## src/rtl/nps_pkg.sv

```systemverilog
// Shared types, constants and helpers for the nine-patch marker scanner.
// No dependencies; every other file imports this package.
package nps_pkg;

  localparam int unsigned MAX_DIMENSION = 4096;
  localparam int unsigned DIM_W         = $clog2(MAX_DIMENSION + 1);
  localparam int unsigned COMP_W        = 3;
  localparam int unsigned CFG_IDX_W     = 2;
  localparam int unsigned NUM_SCAN      = 4;
  localparam int unsigned QUEUE_DEPTH   = 2;

  localparam logic [DIM_W-1:0]  DIM_MIN  = DIM_W'(3);
  localparam logic [DIM_W-1:0]  DIM_MAX  = DIM_W'(MAX_DIMENSION);
  localparam logic [COMP_W-1:0] COMP_MIN = COMP_W'(1);
  localparam logic [COMP_W-1:0] COMP_MAX = COMP_W'(4);

  localparam logic [7:0] BLACK_RGB   = 8'h00;
  localparam logic [7:0] BLACK_ALPHA = 8'hFF;

  typedef enum logic [CFG_IDX_W-1:0] {
    CFG_WIDTH  = 2'd0,
    CFG_HEIGHT = 2'd1,
    CFG_COMPS  = 2'd2
  } cfg_idx_e;

  // scanner order: top row, left column, bottom row, right column
  typedef enum logic [1:0] {
    SCAN_TOP    = 2'd0,
    SCAN_LEFT   = 2'd1,
    SCAN_BOTTOM = 2'd2,
    SCAN_RIGHT  = 2'd3
  } scan_id_e;

  typedef enum logic [1:0] {
    PH_LEAD   = 2'd0,
    PH_BLACK  = 2'd1,
    PH_TRAIL  = 2'd2,
    PH_REJECT = 2'd3
  } phase_e;

  // effective (saturated) configuration
  typedef struct packed {
    logic [DIM_W-1:0]  width;
    logic [DIM_W-1:0]  height;
    logic [COMP_W-1:0] comps;
  } cfg_t;

  // classified pixel, front to back
  typedef struct packed {
    logic             black;
    logic [NUM_SCAN-1:0] on_line;
    logic             last;
    logic [DIM_W-1:0] col;
    logic [DIM_W-1:0] row;
  } pix_t;

  typedef struct packed {
    logic             stretch_valid;
    logic             content_valid;
    logic [DIM_W-1:0] border_left;
    logic [DIM_W-1:0] border_right;
    logic [DIM_W-1:0] border_top;
    logic [DIM_W-1:0] border_bottom;
    logic [DIM_W-1:0] margin_left;
    logic [DIM_W-1:0] margin_right;
    logic [DIM_W-1:0] margin_top;
    logic [DIM_W-1:0] margin_bottom;
    logic [DIM_W-1:0] tex_width;
    logic [DIM_W-1:0] tex_height;
  } result_t;

  function automatic logic [DIM_W-1:0] clamp_dim(logic [DIM_W-1:0] v);
    logic [DIM_W-1:0] r;
    if (v < DIM_MIN) r = DIM_MIN;
    else if (v > DIM_MAX) r = DIM_MAX;
    else r = v;
    return r;
  endfunction

  function automatic logic [COMP_W-1:0] clamp_comps(logic [COMP_W-1:0] v);
    logic [COMP_W-1:0] r;
    if (v < COMP_MIN) r = COMP_MIN;
    else if (v > COMP_MAX) r = COMP_MAX;
    else r = v;
    return r;
  endfunction

  function automatic logic [DIM_W-1:0] diff_sat(logic [DIM_W-1:0] size,
                                                logic [DIM_W-1:0] run_end);
    logic [DIM_W-1:0] r;
    if (run_end >= size) r = '0;
    else r = size - run_end;
    return r;
  endfunction

endpackage

```

## src/rtl/nps_front.sv

```systemverilog
// Front end: accepts pixels, keeps the raster position and classifies each
// pixel (black test, which marker lines it sits on, end of image). Uses nps_pkg.
module nps_front import nps_pkg::*; (
  input  logic       clk_i,
  input  logic       rst_ni,
  input  cfg_t       cfg_i,
  input  logic       in_valid_i,
  output logic       in_ready_o,
  input  logic [7:0] red_i,
  input  logic [7:0] green_i,
  input  logic [7:0] blue_i,
  input  logic [7:0] alpha_i,
  output logic       push_o,
  output pix_t       pix_o,
  input  logic       full_i
);

  logic [DIM_W-1:0] col_q, col_d;
  logic [DIM_W-1:0] row_q, row_d;
  logic             last_col, last_row, accept;
  logic [3:0]       byte_ok;

  assign in_ready_o = !full_i;
  assign accept     = in_valid_i && in_ready_o;
  assign push_o     = accept;

  assign last_col = col_q >= (cfg_i.width - DIM_W'(1));
  assign last_row = row_q >= (cfg_i.height - DIM_W'(1));

  // bytes beyond the component count always match
  assign byte_ok[0] = (red_i == BLACK_RGB);
  assign byte_ok[1] = (green_i == BLACK_RGB) || (cfg_i.comps < COMP_W'(2));
  assign byte_ok[2] = (blue_i == BLACK_RGB) || (cfg_i.comps < COMP_W'(3));
  assign byte_ok[3] = (alpha_i == BLACK_ALPHA) || (cfg_i.comps < COMP_W'(4));

  always_comb begin
    pix_o.black                = &byte_ok;
    pix_o.on_line[SCAN_TOP]    = (row_q == '0);
    pix_o.on_line[SCAN_LEFT]   = (col_q == '0);
    pix_o.on_line[SCAN_BOTTOM] = last_row;
    pix_o.on_line[SCAN_RIGHT]  = last_col;
    pix_o.last                 = last_col && last_row;
    pix_o.col                  = col_q;
    pix_o.row                  = row_q;
  end

  always_comb begin
    col_d = col_q;
    row_d = row_q;
    if (accept) begin
      if (!last_col) begin
        col_d = col_q + DIM_W'(1);
      end else if (!last_row) begin
        col_d = '0;
        row_d = row_q + DIM_W'(1);
      end else begin
        col_d = '0;
        row_d = '0;
      end
    end
  end

  always_ff @(posedge clk_i or negedge rst_ni) begin
    if (!rst_ni) begin
      col_q <= '0;
      row_q <= '0;
    end else begin
      col_q <= col_d;
      row_q <= row_d;
    end
  end

endmodule

```

## src/rtl/nps_queue.sv

```systemverilog
// Short queue of classified pixels between front and back.
// Depth from nps_pkg::QUEUE_DEPTH. Uses nps_pkg.
module nps_queue import nps_pkg::*; (
  input  logic clk_i,
  input  logic rst_ni,
  input  logic push_i,
  input  pix_t data_i,
  output logic full_o,
  input  logic pop_i,
  output logic valid_o,
  output pix_t data_o
);

  localparam int unsigned PTR_W = (QUEUE_DEPTH > 1) ? $clog2(QUEUE_DEPTH) : 1;
  localparam int unsigned CNT_W = $clog2(QUEUE_DEPTH + 1);

  pix_t             mem_q [QUEUE_DEPTH];
  logic [PTR_W-1:0] wr_ptr_q, wr_ptr_d;
  logic [PTR_W-1:0] rd_ptr_q, rd_ptr_d;
  logic [CNT_W-1:0] cnt_q, cnt_d;
  logic             do_push, do_pop;

  assign full_o  = (cnt_q == CNT_W'(QUEUE_DEPTH));
  assign valid_o = (cnt_q != '0);
  assign data_o  = mem_q[rd_ptr_q];
  assign do_push = push_i && !full_o;
  assign do_pop  = pop_i && valid_o;

  always_comb begin
    wr_ptr_d = wr_ptr_q;
    rd_ptr_d = rd_ptr_q;
    cnt_d    = cnt_q;
    if (do_push) begin
      wr_ptr_d = (wr_ptr_q == PTR_W'(QUEUE_DEPTH - 1)) ? '0 : wr_ptr_q + PTR_W'(1);
    end
    if (do_pop) begin
      rd_ptr_d = (rd_ptr_q == PTR_W'(QUEUE_DEPTH - 1)) ? '0 : rd_ptr_q + PTR_W'(1);
    end
    if (do_push && !do_pop) cnt_d = cnt_q + CNT_W'(1);
    else if (do_pop && !do_push) cnt_d = cnt_q - CNT_W'(1);
  end

  always_ff @(posedge clk_i or negedge rst_ni) begin
    if (!rst_ni) begin
      wr_ptr_q <= '0;
      rd_ptr_q <= '0;
      cnt_q    <= '0;
    end else begin
      wr_ptr_q <= wr_ptr_d;
      rd_ptr_q <= rd_ptr_d;
      cnt_q    <= cnt_d;
    end
  end

  always_ff @(posedge clk_i) begin
    if (do_push) mem_q[wr_ptr_q] <= data_i;
  end

endmodule

```

## src/rtl/nps_back.sv

```systemverilog
// Back end: four run scanners on the marker lines, result assembly at the
// last pixel, and the output register. Uses nps_pkg.
module nps_back import nps_pkg::*; (
  input  logic    clk_i,
  input  logic    rst_ni,
  input  cfg_t    cfg_i,
  input  logic    valid_i,
  input  pix_t    pix_i,
  output logic    pop_o,
  output logic    out_valid_o,
  input  logic    out_ready_i,
  output result_t res_o
);

  phase_e           phase_q [NUM_SCAN];
  phase_e           phase_d [NUM_SCAN];
  logic [DIM_W-1:0] start_q [NUM_SCAN];
  logic [DIM_W-1:0] start_d [NUM_SCAN];
  logic [DIM_W-1:0] end_q   [NUM_SCAN];
  logic [DIM_W-1:0] end_d   [NUM_SCAN];
  phase_e           ph_n    [NUM_SCAN];
  logic [DIM_W-1:0] st_n    [NUM_SCAN];
  logic [DIM_W-1:0] en_n    [NUM_SCAN];

  logic    out_valid_q, out_valid_d;
  result_t res_q, res_d;
  logic    load, top, bord, bottom, margins;

  // a finished image waits while the previous result is still unclaimed
  assign pop_o = valid_i && !(pix_i.last && out_valid_q && !out_ready_i);
  assign load  = pop_o && pix_i.last;

  // scanner step; top and bottom index by column, left and right by row
  always_comb begin
    for (int i = 0; i < NUM_SCAN; i++) begin
      logic [DIM_W-1:0] idx;
      idx   = (i[0] == 1'b0) ? pix_i.col : pix_i.row;
      ph_n[i] = phase_q[i];
      st_n[i] = start_q[i];
      en_n[i] = end_q[i];
      if (pix_i.on_line[i]) begin
        unique case (phase_q[i])
          PH_LEAD: begin
            if (pix_i.black) begin
              if (idx == '0) begin
                ph_n[i] = PH_REJECT;
              end else begin
                ph_n[i] = PH_BLACK;
                st_n[i] = idx;
              end
            end
          end
          PH_BLACK: begin
            if (!pix_i.black) begin
              ph_n[i] = PH_TRAIL;
              en_n[i] = idx;
            end
          end
          PH_TRAIL: begin
            if (pix_i.black) ph_n[i] = PH_REJECT;
          end
          PH_REJECT: ;
          default: ;
        endcase
      end
    end
  end

  always_comb begin
    for (int i = 0; i < NUM_SCAN; i++) begin
      phase_d[i] = phase_q[i];
      start_d[i] = start_q[i];
      end_d[i]   = end_q[i];
      if (pop_o) begin
        if (pix_i.last) begin
          phase_d[i] = PH_LEAD;
          start_d[i] = '0;
          end_d[i]   = '0;
        end else begin
          phase_d[i] = ph_n[i];
          start_d[i] = st_n[i];
          end_d[i]   = en_n[i];
        end
      end
    end
  end

  // lines are judged in a chain
  assign top     = (ph_n[SCAN_TOP] == PH_TRAIL);
  assign bord    = top && (ph_n[SCAN_LEFT] == PH_TRAIL);
  assign bottom  = bord && (ph_n[SCAN_BOTTOM] == PH_TRAIL);
  assign margins = bottom && (ph_n[SCAN_RIGHT] == PH_TRAIL);

  always_comb begin
    res_d               = '0;
    res_d.stretch_valid = bord;
    res_d.content_valid = margins;
    if (top) begin
      res_d.border_left  = st_n[SCAN_TOP];
      res_d.border_right = diff_sat(cfg_i.width, en_n[SCAN_TOP]);
    end
    if (bord) begin
      res_d.border_top    = st_n[SCAN_LEFT];
      res_d.border_bottom = diff_sat(cfg_i.height, en_n[SCAN_LEFT]);
    end
    if (bottom) begin
      res_d.margin_left  = st_n[SCAN_BOTTOM];
      res_d.margin_right = diff_sat(cfg_i.width, en_n[SCAN_BOTTOM]);
    end
    if (margins) begin
      res_d.margin_top    = st_n[SCAN_RIGHT];
      res_d.margin_bottom = diff_sat(cfg_i.height, en_n[SCAN_RIGHT]);
      res_d.tex_width     = cfg_i.width - DIM_W'(2);
      res_d.tex_height    = cfg_i.height - DIM_W'(2);
    end else if (bord) begin
      res_d.tex_width  = cfg_i.width - DIM_W'(1);
      res_d.tex_height = cfg_i.height - DIM_W'(1);
    end else begin
      res_d.tex_width  = cfg_i.width;
      res_d.tex_height = cfg_i.height;
    end
  end

  always_comb begin
    out_valid_d = out_valid_q;
    if (load) out_valid_d = 1'b1;
    else if (out_ready_i) out_valid_d = 1'b0;
  end

  always_ff @(posedge clk_i or negedge rst_ni) begin
    if (!rst_ni) begin
      out_valid_q <= 1'b0;
      for (int i = 0; i < NUM_SCAN; i++) begin
        phase_q[i] <= PH_LEAD;
        start_q[i] <= '0;
        end_q[i]   <= '0;
      end
    end else begin
      out_valid_q <= out_valid_d;
      for (int i = 0; i < NUM_SCAN; i++) begin
        phase_q[i] <= phase_d[i];
        start_q[i] <= start_d[i];
        end_q[i]   <= end_d[i];
      end
    end
  end

  always_ff @(posedge clk_i) begin
    if (load) res_q <= res_d;
  end

  assign out_valid_o = out_valid_q;
  assign res_o       = res_q;

endmodule

```

## src/rtl/nine_patch_marker_scanner.sv

```systemverilog
// Nine-patch marker scanner: takes one RGBA pixel per cycle in raster order and
// gives one result beat per image, registered once the image's last pixel has
// passed the pixel queue, unless the previous result is still waiting on
// out_ready_i. A pixel is taken every cycle while in_ready_o is high; the input
// stalls only when the two-entry pixel queue fills, which happens when a new
// image ends while the previous result is still waiting on out_ready_i. The
// result holds the stretch borders (top row and left column markers), the
// content margins (bottom row and right column markers), validity flags and the
// cropped texture size; a marker line that is not a non-black, black,
// non-black pattern reads as zero. Configuration writes are taken every cycle
// and must only happen between images. Depends on nps_pkg, nps_front,
// nps_queue and nps_back.
module nine_patch_marker_scanner import nps_pkg::*; (
  input  logic                 clk_i,
  input  logic                 rst_ni,
  input  logic                 cfg_valid_i,
  output logic                 cfg_ready_o,
  input  logic [CFG_IDX_W-1:0] cfg_index_i,
  input  logic [DIM_W-1:0]     cfg_data_i,
  input  logic                 in_valid_i,
  output logic                 in_ready_o,
  input  logic [7:0]           red_i,
  input  logic [7:0]           green_i,
  input  logic [7:0]           blue_i,
  input  logic [7:0]           alpha_i,
  output logic                 out_valid_o,
  input  logic                 out_ready_i,
  output logic                 stretch_valid_o,
  output logic                 content_valid_o,
  output logic [DIM_W-1:0]     border_left_o,
  output logic [DIM_W-1:0]     border_right_o,
  output logic [DIM_W-1:0]     border_top_o,
  output logic [DIM_W-1:0]     border_bottom_o,
  output logic [DIM_W-1:0]     margin_left_o,
  output logic [DIM_W-1:0]     margin_right_o,
  output logic [DIM_W-1:0]     margin_top_o,
  output logic [DIM_W-1:0]     margin_bottom_o,
  output logic [DIM_W-1:0]     tex_width_o,
  output logic [DIM_W-1:0]     tex_height_o
);

  logic [DIM_W-1:0]  width_q, height_q;
  logic [COMP_W-1:0] comps_q;
  cfg_t              cfg;
  logic              push, full, pop, q_valid;
  pix_t              pix_in, pix_head;
  result_t           res;

  assign cfg_ready_o = 1'b1;

  always_ff @(posedge clk_i or negedge rst_ni) begin
    if (!rst_ni) begin
      width_q  <= DIM_W'(MAX_DIMENSION);
      height_q <= DIM_W'(MAX_DIMENSION);
      comps_q  <= COMP_MAX;
    end else if (cfg_valid_i && cfg_ready_o) begin
      unique case (cfg_index_i)
        CFG_WIDTH:  width_q  <= cfg_data_i;
        CFG_HEIGHT: height_q <= cfg_data_i;
        CFG_COMPS:  comps_q  <= cfg_data_i[COMP_W-1:0];
        default: ;
      endcase
    end
  end

  assign cfg.width  = clamp_dim(width_q);
  assign cfg.height = clamp_dim(height_q);
  assign cfg.comps  = clamp_comps(comps_q);

  nps_front u_front (
    .clk_i      (clk_i),
    .rst_ni     (rst_ni),
    .cfg_i      (cfg),
    .in_valid_i (in_valid_i),
    .in_ready_o (in_ready_o),
    .red_i      (red_i),
    .green_i    (green_i),
    .blue_i     (blue_i),
    .alpha_i    (alpha_i),
    .push_o     (push),
    .pix_o      (pix_in),
    .full_i     (full)
  );

  nps_queue u_queue (
    .clk_i   (clk_i),
    .rst_ni  (rst_ni),
    .push_i  (push),
    .data_i  (pix_in),
    .full_o  (full),
    .pop_i   (pop),
    .valid_o (q_valid),
    .data_o  (pix_head)
  );

  nps_back u_back (
    .clk_i       (clk_i),
    .rst_ni      (rst_ni),
    .cfg_i       (cfg),
    .valid_i     (q_valid),
    .pix_i       (pix_head),
    .pop_o       (pop),
    .out_valid_o (out_valid_o),
    .out_ready_i (out_ready_i),
    .res_o       (res)
  );

  assign stretch_valid_o = res.stretch_valid;
  assign content_valid_o = res.content_valid;
  assign border_left_o   = res.border_left;
  assign border_right_o  = res.border_right;
  assign border_top_o    = res.border_top;
  assign border_bottom_o = res.border_bottom;
  assign margin_left_o   = res.margin_left;
  assign margin_right_o  = res.margin_right;
  assign margin_top_o    = res.margin_top;
  assign margin_bottom_o = res.margin_bottom;
  assign tex_width_o     = res.tex_width;
  assign tex_height_o    = res.tex_height;

endmodule

```

## config.mk

```make
export PLATFORM = sky130hd
export DESIGN_NAME = nine_patch_marker_scanner
export DESIGN_NICKNAME = d
export VERILOG_FILES = /design/src/rtl/nps_pkg.sv /design/src/rtl/nps_front.sv /design/src/rtl/nps_queue.sv /design/src/rtl/nps_back.sv /design/src/rtl/nine_patch_marker_scanner.sv
export SDC_FILE = /design/constraint.sdc
export NUM_CORES = 1
export LEC_CHECK = 0
export BUFFER_PORTS_ARGS = -buffer_cell sky130_fd_sc_hd__buf_2
export CORE_AREA = 2 2 183 185
export CTS_BUF_LIST = sky130_fd_sc_hd__clkbuf_16
export CTS_CLUSTER_DIAMETER = 100
export DETAILED_ROUTE_END_ITERATION = 8
export DIE_AREA = 0 0 185 187
export PLACE_DENSITY = 0.85
export SKIP_LAST_GASP = 1
export SLEW_MARGIN = 20
export SYNTH_ARGS = -nofsm -noshare
export SYNTH_HDL_FRONTEND = slang
export SYNTH_SLANG_ARGS = --single-unit
```

## constraint.sdc

```tcl
create_clock -name clk_i -period 5.57 [get_ports clk_i]
set_input_delay 0.2785 -clock clk_i [delete_from_list [all_inputs] [get_ports clk_i]]
set_output_delay 0.2785 -clock clk_i [all_outputs]
set_load 0.01 [all_outputs]
```

# Word level (Yosys, flattened, before mapping)
# Memory sizes are Yosys's and may differ from the RTL's.
# Cells that the tools add are included.
totals:
  register_bits: 304
  ram_bits: 64
  inputBits: 52
  out_inout_bits: 135
  word_cells: 208
  n_memories: 1
memory_table:
  columns: ["memory", "depth", "word_bits", "read_ports", "rd_clocked_by_memory_dff", "write_ports", "line", "source"]
  rows:
  - ["u_queue.mem_q", 2, 32, 1, 0, 1, "nps_queue.sv:17", "pix_t mem_q [QUEUE_DEPTH];"]
classes:
  addsub: 14
  magnitude_cmp: 15
  eq_ne: 16
  mux: 80
  n_bitwise: 4
  reduce_logical: 45
ops:
  columns: ["cell", "n"]
  rows:
  - ["13-bit two-way mux", 42]
  - ["13-bit greater-or-equal comparator", 6]
  - ["13-bit logical NOT", 4]
  - ["26-bit two-way mux", 2]
  - ["13-bit subtractor", 4]
  - ["2-bit two-way mux", 24]
  - ["13-bit by 1-bit adder with 13-bit output (second input constant)", 2]
  - ["13-bit greater-than comparator (second input constant)", 2]
  - ["13-bit by 2-bit less-than comparator with 1-bit output (second input constant)", 2]
  - ["13-bit by 1-bit subtractor with 13-bit output (second input constant)", 2]
  - ["13-bit by 2-bit subtractor with 13-bit output (second input constant)", 2]
  - ["8-bit logical NOT", 3]
  - ["2-bit case mux with 3 select lines", 4]
  - ["2-bit equality test (second input constant)", 10]
  - ["1-bit logical AND", 13]
  - ["2-bit by 1-bit equality test with 1-bit output (second input constant)", 5]
  - ["2-bit logical NOT", 5]
  - ["8-bit equality test (second input constant)", 1]
  - ["2-bit AND reduction", 4]
  - ["2-bit OR reduction", 4]
  - ["3-bit by 2-bit less-than comparator with 1-bit output (second input constant)", 2]
  - ["1-bit two-way mux", 6]
  - ["3-bit two-way mux", 2]
  - ["2-bit nonzero test", 3]
  - ["10 further kinds", 20]

# Logic depth before layout (Yosys ltp)
# An unclocked memory read counts as a cell.
logic_depth:
  word_depth: 12
  depth_mapped: 19
  mapped_depth_nobuf: 16

# Hierarchy
# From an unflattened synthesis, not the netlist that was laid out.
hier_totals:
  hier_cells: 1719
  area_unflattened_um2: 19552.5
modules_own_cells:
  columns: ["mod", "instances", "cells_per_inst", "area_per_inst_um2", "seq_area_each_um2"]
  rows:
  - ["nps_back", 1, 1195, 13007.5, 6791.5]
  - ["nps_queue", 1, 119, 2662.6, 2021.9]
  - ["nps_front", 1, 298, 2516.2, 650.6]
  - ["nine_patch_marker_scanner", 1, 107, 1366.3, 729.4]

# Worst setup path before layout
# No wires, ideal clock.
synth_timing:
  kind: "register -> register"
  from: "register u_queue.rd_ptr_q"
  to: "register u_back.res_q (netlist bit u_back.res_o[0]), enable pin"
  setup_time_ps: 484
  arrival_ps: 4496
  required_ps: 5086
  path_slack_ps: 590
  path_stages_with_launch: 9
  n_path_buf: 4
  period_less_slack_ps: 4980
  cell_sequence: "dfrtp_1 -> buf_6 -> clkbuf_1 -> buf_2 -> mux2i_1 -> o22a_1 -> clkbuf_1 -> nand2_1 -> inv_1"
synth_via:
  elab_chain_len: 6
synth_rtl:
  columns: ["element", "line", "source"]
  rows:
  - ["start, declared", "nps_queue.sv:19", "logic [PTR_W-1:0] rd_ptr_q, rd_ptr_d;"]
  - ["start signal, assigned", "nps_queue.sv:50", "rd_ptr_q <= rd_ptr_d;"]
  - ["memory read 2 x 32 bit *", null, null]
  - ["1-bit logical AND (2 in series)", "nps_back.sv:30", "assign pop_o = valid_i && !(pix_i.last && out_valid_q && !out_ready_i);"]
  - ["1-bit logical NOT", "nps_back.sv:30", null]
  - ["1-bit logical AND", "nps_back.sv:30", null]
  - ["1-bit logical AND *", "nps_back.sv:31", "assign load = pop_o && pix_i.last;"]
  - ["via u_back.load", "nps_back.sv:27", "logic load, top, bord, bottom, margins;"]
  - ["end signal, assigned", "nps_back.sv:149", "if (load) res_q <= res_d;"]
  - ["end, declared", "nps_back.sv:26", "result_t res_q, res_d;"]
# The timed path passes the listed nets; every way through them passes the cells marked *.
# A chain may end at the register's enable or synchronous reset.

# Worst setup path in the final report
layout_timing:
  from: "register width_q[10]"
  to: "register u_front.row_q[7]"
layout_via:
  elab_chain_len: 6
  elab_cells_between_ends: 7
  classes_between: "1 x add/sub; 3 x order compare; 2 x mux; 1 x reduce/logical"
layout_rtl:
  columns: ["element", "line", "source"]
  rows:
  - ["start, declared", "nine_patch_marker_scanner.sv:42", "logic [DIM_W-1:0] width_q, height_q;"]
  - ["start signal, assigned", "nine_patch_marker_scanner.sv:53", "width_q <= DIM_W'(MAX_DIMENSION);"]
  - ["start signal, assigned", "nine_patch_marker_scanner.sv:58", "CFG_WIDTH: width_q <= cfg_data_i;"]
  - ["13-bit greater-than comparator", "nps_pkg.sv:75", "else if (v > DIM_MAX) r = DIM_MAX;"]
  - ["13-bit two-way mux", "nps_pkg.sv:75", null]
  - ["13-bit two-way mux *", "nps_pkg.sv:74", "if (v < DIM_MIN) r = DIM_MIN;"]
  - ["13-bit by 1-bit subtractor with 13-bit output *", "nps_front.sv:27", "assign last_col = col_q >= (cfg_i.width - DIM_W'(1));"]
  - ["13-bit greater-or-equal comparator *", "nps_front.sv:27", null]
  - ["2-bit AND reduction (no line) *", null, null]
  - ["end signal, assigned", "nps_front.sv:69", "row_q <= row_d;"]
  - ["end, declared", "nps_front.sv:19", "logic [DIM_W-1:0] row_q, row_d;"]
# Every way passes the cells marked *; elsewhere a longest branch is shown, timed or not.

==> metrics.md <==
| Metric | Value |
|---|---|
| Most frequent standard cell in the layout excluding fill and tap cells | `sky130_fd_sc_hd__nor2_1` |
| Die Span X | `185 um` |
| Mapped Cells | `1819` |
| Fillcell total | `2401` |
| Leading cell types by total area after synthesis | `sky130_fd_sc_hd__edfxtp_1 (30%), sky130_fd_sc_hd__dfrtp_1 (22%), sky130_fd_sc_hd__ha_1 (5.8%), sky130_fd_sc_hd__nor2_1 (3.9%), sky130_fd_sc_hd__o21ai_0 (3.6%)` |
| Clock buffer count from CTS | `38` |
| Clock tree skew after final layout | `0.01918 ns` |
| Highest ir drop seen on vdd | `0.3639 mV` |
| Via count normalized by instance count | `6.281` |
| CP max FO | `18` |
| Maximum clock insertion buffer count | `3` |
| Maximum number of pins on one net before global-route repair | `116` |
| Setup repair after global routing missed its margin | `false` |
| Post-route DRC | `0` |
| Initial Utilization | `58.85%` |
| Area occupied by registers | `10190 um2` |
| Count of routing violations after the opening detailed-route iteration | `1684` |
| Class of the most critical hold timing path | `input pin to flop` |
| Sequential cell area fraction in the yosys report | `52.71%` |
| Syn_area_per_cell | `10.63 um2` |
| Cell Rows | `67` |
| Synth warnings | `0` |
| Number of global-route vias before repair | `14830` |
| Sort of element at the end of the critical path | `flop` |
| Global placement routability congestion | `0.9100` |
| EDFF count, synth | `196` |
| Flip-flop and latch count after synthesis | `368` |
| Max-Cap Viols | `0` |
| Setup violators final | `0` |
| Number of antenna cells inserted | `0` |
| Fin crit period | `5.172 ns` |
| Max-slew violation count | `0` |
| Worst-margin pin slew | `1.137 ns` |
| First-pass GRT wire length | `77930 um` |
| Synthesized netlist net count | `1964` |
| Combined area of the multi-input logic cells | `8631 um2` |
| Port bufs | `185` |
| Post-DRT Antenna Nets | `0` |
| Pwr per Cell Area | `586.9 nW/um2` |
| Fin. Hold Viols | `0` |
| Placeable core area | `32860 um2` |
| Most frequent cells in the layout | `sky130_fd_sc_hd__nor2_1 (199), sky130_fd_sc_hd__edfxtp_1 (196), sky130_fd_sc_hd__buf_2 (184)` |
| Clock tree from TritonCTS | `yes` |
| Net total in the final layout | `2130` |
| Number of distinct library cells after synthesis | `76` |
| Cell taking the most area after synthesis | `sky130_fd_sc_hd__edfxtp_1` |
| Final Cycle Share | `92.86%` |
| Status | `finished, final reports clean` |
| TritonCTS sink count | `368` |
| Number of vias in the routed layout | `15470` |
| Fraction of post-synthesis cell area in the top cell type by area | `30.43%` |
| Worst path required time | `5.99 ns` |
| Count of pins on the block boundary | `187` |
| WHS | `0.008200 ns` |
| Worst-case headroom to the max-slew limit | `22.05%` |
| Die Ht | `187 um` |
| Area growth from synthesis to layout | `13.90%` |
| Die Outline Area | `34600 um2` |
| Critical setup path kind | `flop to flop` |
| Setup_tns | `0 ns` |
| Setup bufs post-CTS | `0` |
| Final Routed Wirelength | `48910 um` |
| Sort of element at the start of the critical path | `flop` |
| H-Tree Depth | `2` |
| Fraction of the core area covered by cells at the end of the flow | `67.03%` |
| Async SR Flop Fraction | `46.74%` |
| Clock root buffer | `sky130_fd_sc_hd__clkbuf_16` |
| Dominant register cell in the synthesized netlist | `sky130_fd_sc_hd__edfxtp_1` |
| Global-route total usage across every layer | `28.24%` |
| Max Freq | `193.3 MHz` |
| Crit path arrival time | `5.59 ns` |
| Clock latency of the later-clocked register in the worst-skew pair | `0.54 ns` |
| Post-Syn Area | `19340 um2` |
| Initial antenna violation count | `0` |
| Routed wire per std cell | `19.87 um` |
| Leak | `8.983 nW` |
| Congestion Overflow GR | `0` |
| Detail Placement HPWL | `33240 um` |
| Number of optimization iterations in the first detailed-route pass | `5` |
| Register clock-pin slew on the reported worst setup and hold paths | `0.06 ns` |
| Share of final-layout standard cells stronger than drive strength 1 | `16.19%` |
==> sequential cells by signal (all words and copies together), names as in the netlist <==
register            cells
comps_q                 3
height_q               13
u_back.end_q           52
u_back.out_valid_o      1
u_back.phase_q          8
u_back.res_o          132
u_back.start_q         52
u_front.col_q          13
u_front.row_q          13
u_queue.cnt_q           2
u_queue.mem_q          64
u_queue.rd_ptr_q        1
u_queue.wr_ptr_q        1
width_q                13
==> logic make-up after synthesis <==
family          after synthesis  synth area share (%)
compound gates              509                 17.47
xor+xnor                     61                 2.762
mux                          68                 3.746
fa+ha+maj                    93                 6.172
simple gates                579                 14.28
other cells                   1               0.01939
buf+inv                     140                 2.834
flops                       368                 52.71
==> stage by stage <==
step / cells / worst slack, ns / power [mW] / instance area [um2]
6_report: 2462 / 0.3980 / 12.93 / 22030
5_1_grt: 2462 / 0.1671 / 13.71 / 22030
4_1_cts: 2462 / 0.4215 / 12.86 / 22020
3_5_place_dp: 2391 / 0.6430 / 10.21 / 20730
3_3_place_gp: 2391 / 0.8372 / 10.02 / 20730
2_1_floorplan: 1819 / 0.5896 / 8.586 / 19340
==> worst max-delay path, stage by stage (launching register included) <==
cell,delay [ns]
sky130_fd_sc_hd__dfrtp_1,0.42
sky130_fd_sc_hd__or4_1,0.62
sky130_fd_sc_hd__nor3_2,0.34
sky130_fd_sc_hd__o21a_1,0.17
sky130_fd_sc_hd__buf_4,0.17
sky130_fd_sc_hd__inv_1,0.09
sky130_fd_sc_hd__ha_1,0.19
sky130_fd_sc_hd__o211ai_1,0.24
sky130_fd_sc_hd__and2_1,0.26
sky130_fd_sc_hd__a21boi_0,0.32
sky130_fd_sc_hd__xnor2_1,0.15
sky130_fd_sc_hd__ha_1,0.33
sky130_fd_sc_hd__o21ai_0,0.09
sky130_fd_sc_hd__a211oi_1,0.39
sky130_fd_sc_hd__and2_1,0.22
sky130_fd_sc_hd__a21o_1,0.52
sky130_fd_sc_hd__o21ai_0,0.25
sky130_fd_sc_hd__a22o_1,0.29
==> path summary, 6_finish.rpt <==
kind	from	endpoint	slack, ns	cells past startpoint
max in group asynchronous	rst_ni	height_q[2]$_DFFE_PN0P_	3.74	3
min	cfg_data_i[12]	width_q[12]$_DFFE_PN1P_	0.008	3
min in group asynchronous	rst_ni	u_back.start_q[8]$_DFFE_PN0P_	0.45	2
max	width_q[10]$_DFFE_PN0P_	u_front.row_q[7]$_DFFE_PN0P_	0.40	17
max reg2reg	width_q[10]$_DFFE_PN0P_	u_front.row_q[7]$_DFFE_PN0P_	0.40	17
min reg2reg	u_back.end_q[32]$_DFFE_PN0P_	u_back.end_q[32]$_DFFE_PN0P_	0.48	2
==> cell usage after synthesis, drive strengths merged, types with 21 or more instances <==
cell type,count
xor2,23
mux2i,36
edfxtp,196
ha,89
a21o,21
o2bb2ai,49
clkbuf,75
nand2,130
nor2b,32
inv,48
nand3,26
nor2,200
nand2b,22
xnor2,38
dfrtp,169
mux2,32
o21ai,144
a211oi,69
nor3,47
nor4,27
a21oi,98
==> repair_timing <==
item / CTS / global route
hold buffers: 2 / 0
gates resized for setup: 0 / 1
endpoints found under the hold margin: 116 / 0
setup endpoints to repair: 0 / 1
==> where the power goes <==
part	total, mW	internal (mW)	switching, mW
logic	5.73	2.08	3.65
registers	4.61	4.08	0.531
clock network	2.59	1.52	1.07
==> metal layers <==
| metal | GRT usage [%] | up-vias | routed length [um] |
|---|---|---|---|
| met1 | 38.99 | 7471 | 20300 |
| met4 | 10.38 | 0 | 1530 |
| met5 | 0 | - | 0 |
| met3 | 4.653 | 126 | 3797 |
| li1 | - | 7132 | - |
| met2 | 45.23 | 736 | 23280 |
==> final cells by class <==
class                   count  area share, %
clock buffers              41          4.658
clock inverters            28          1.091
inverters                  50         0.8634
multi-input cells        1311          39.18
flip-flops and latches    368          46.28
well taps                 448          2.545
repair buffers            216          5.379
Note: power is estimated with default switching activity, not from simulation.
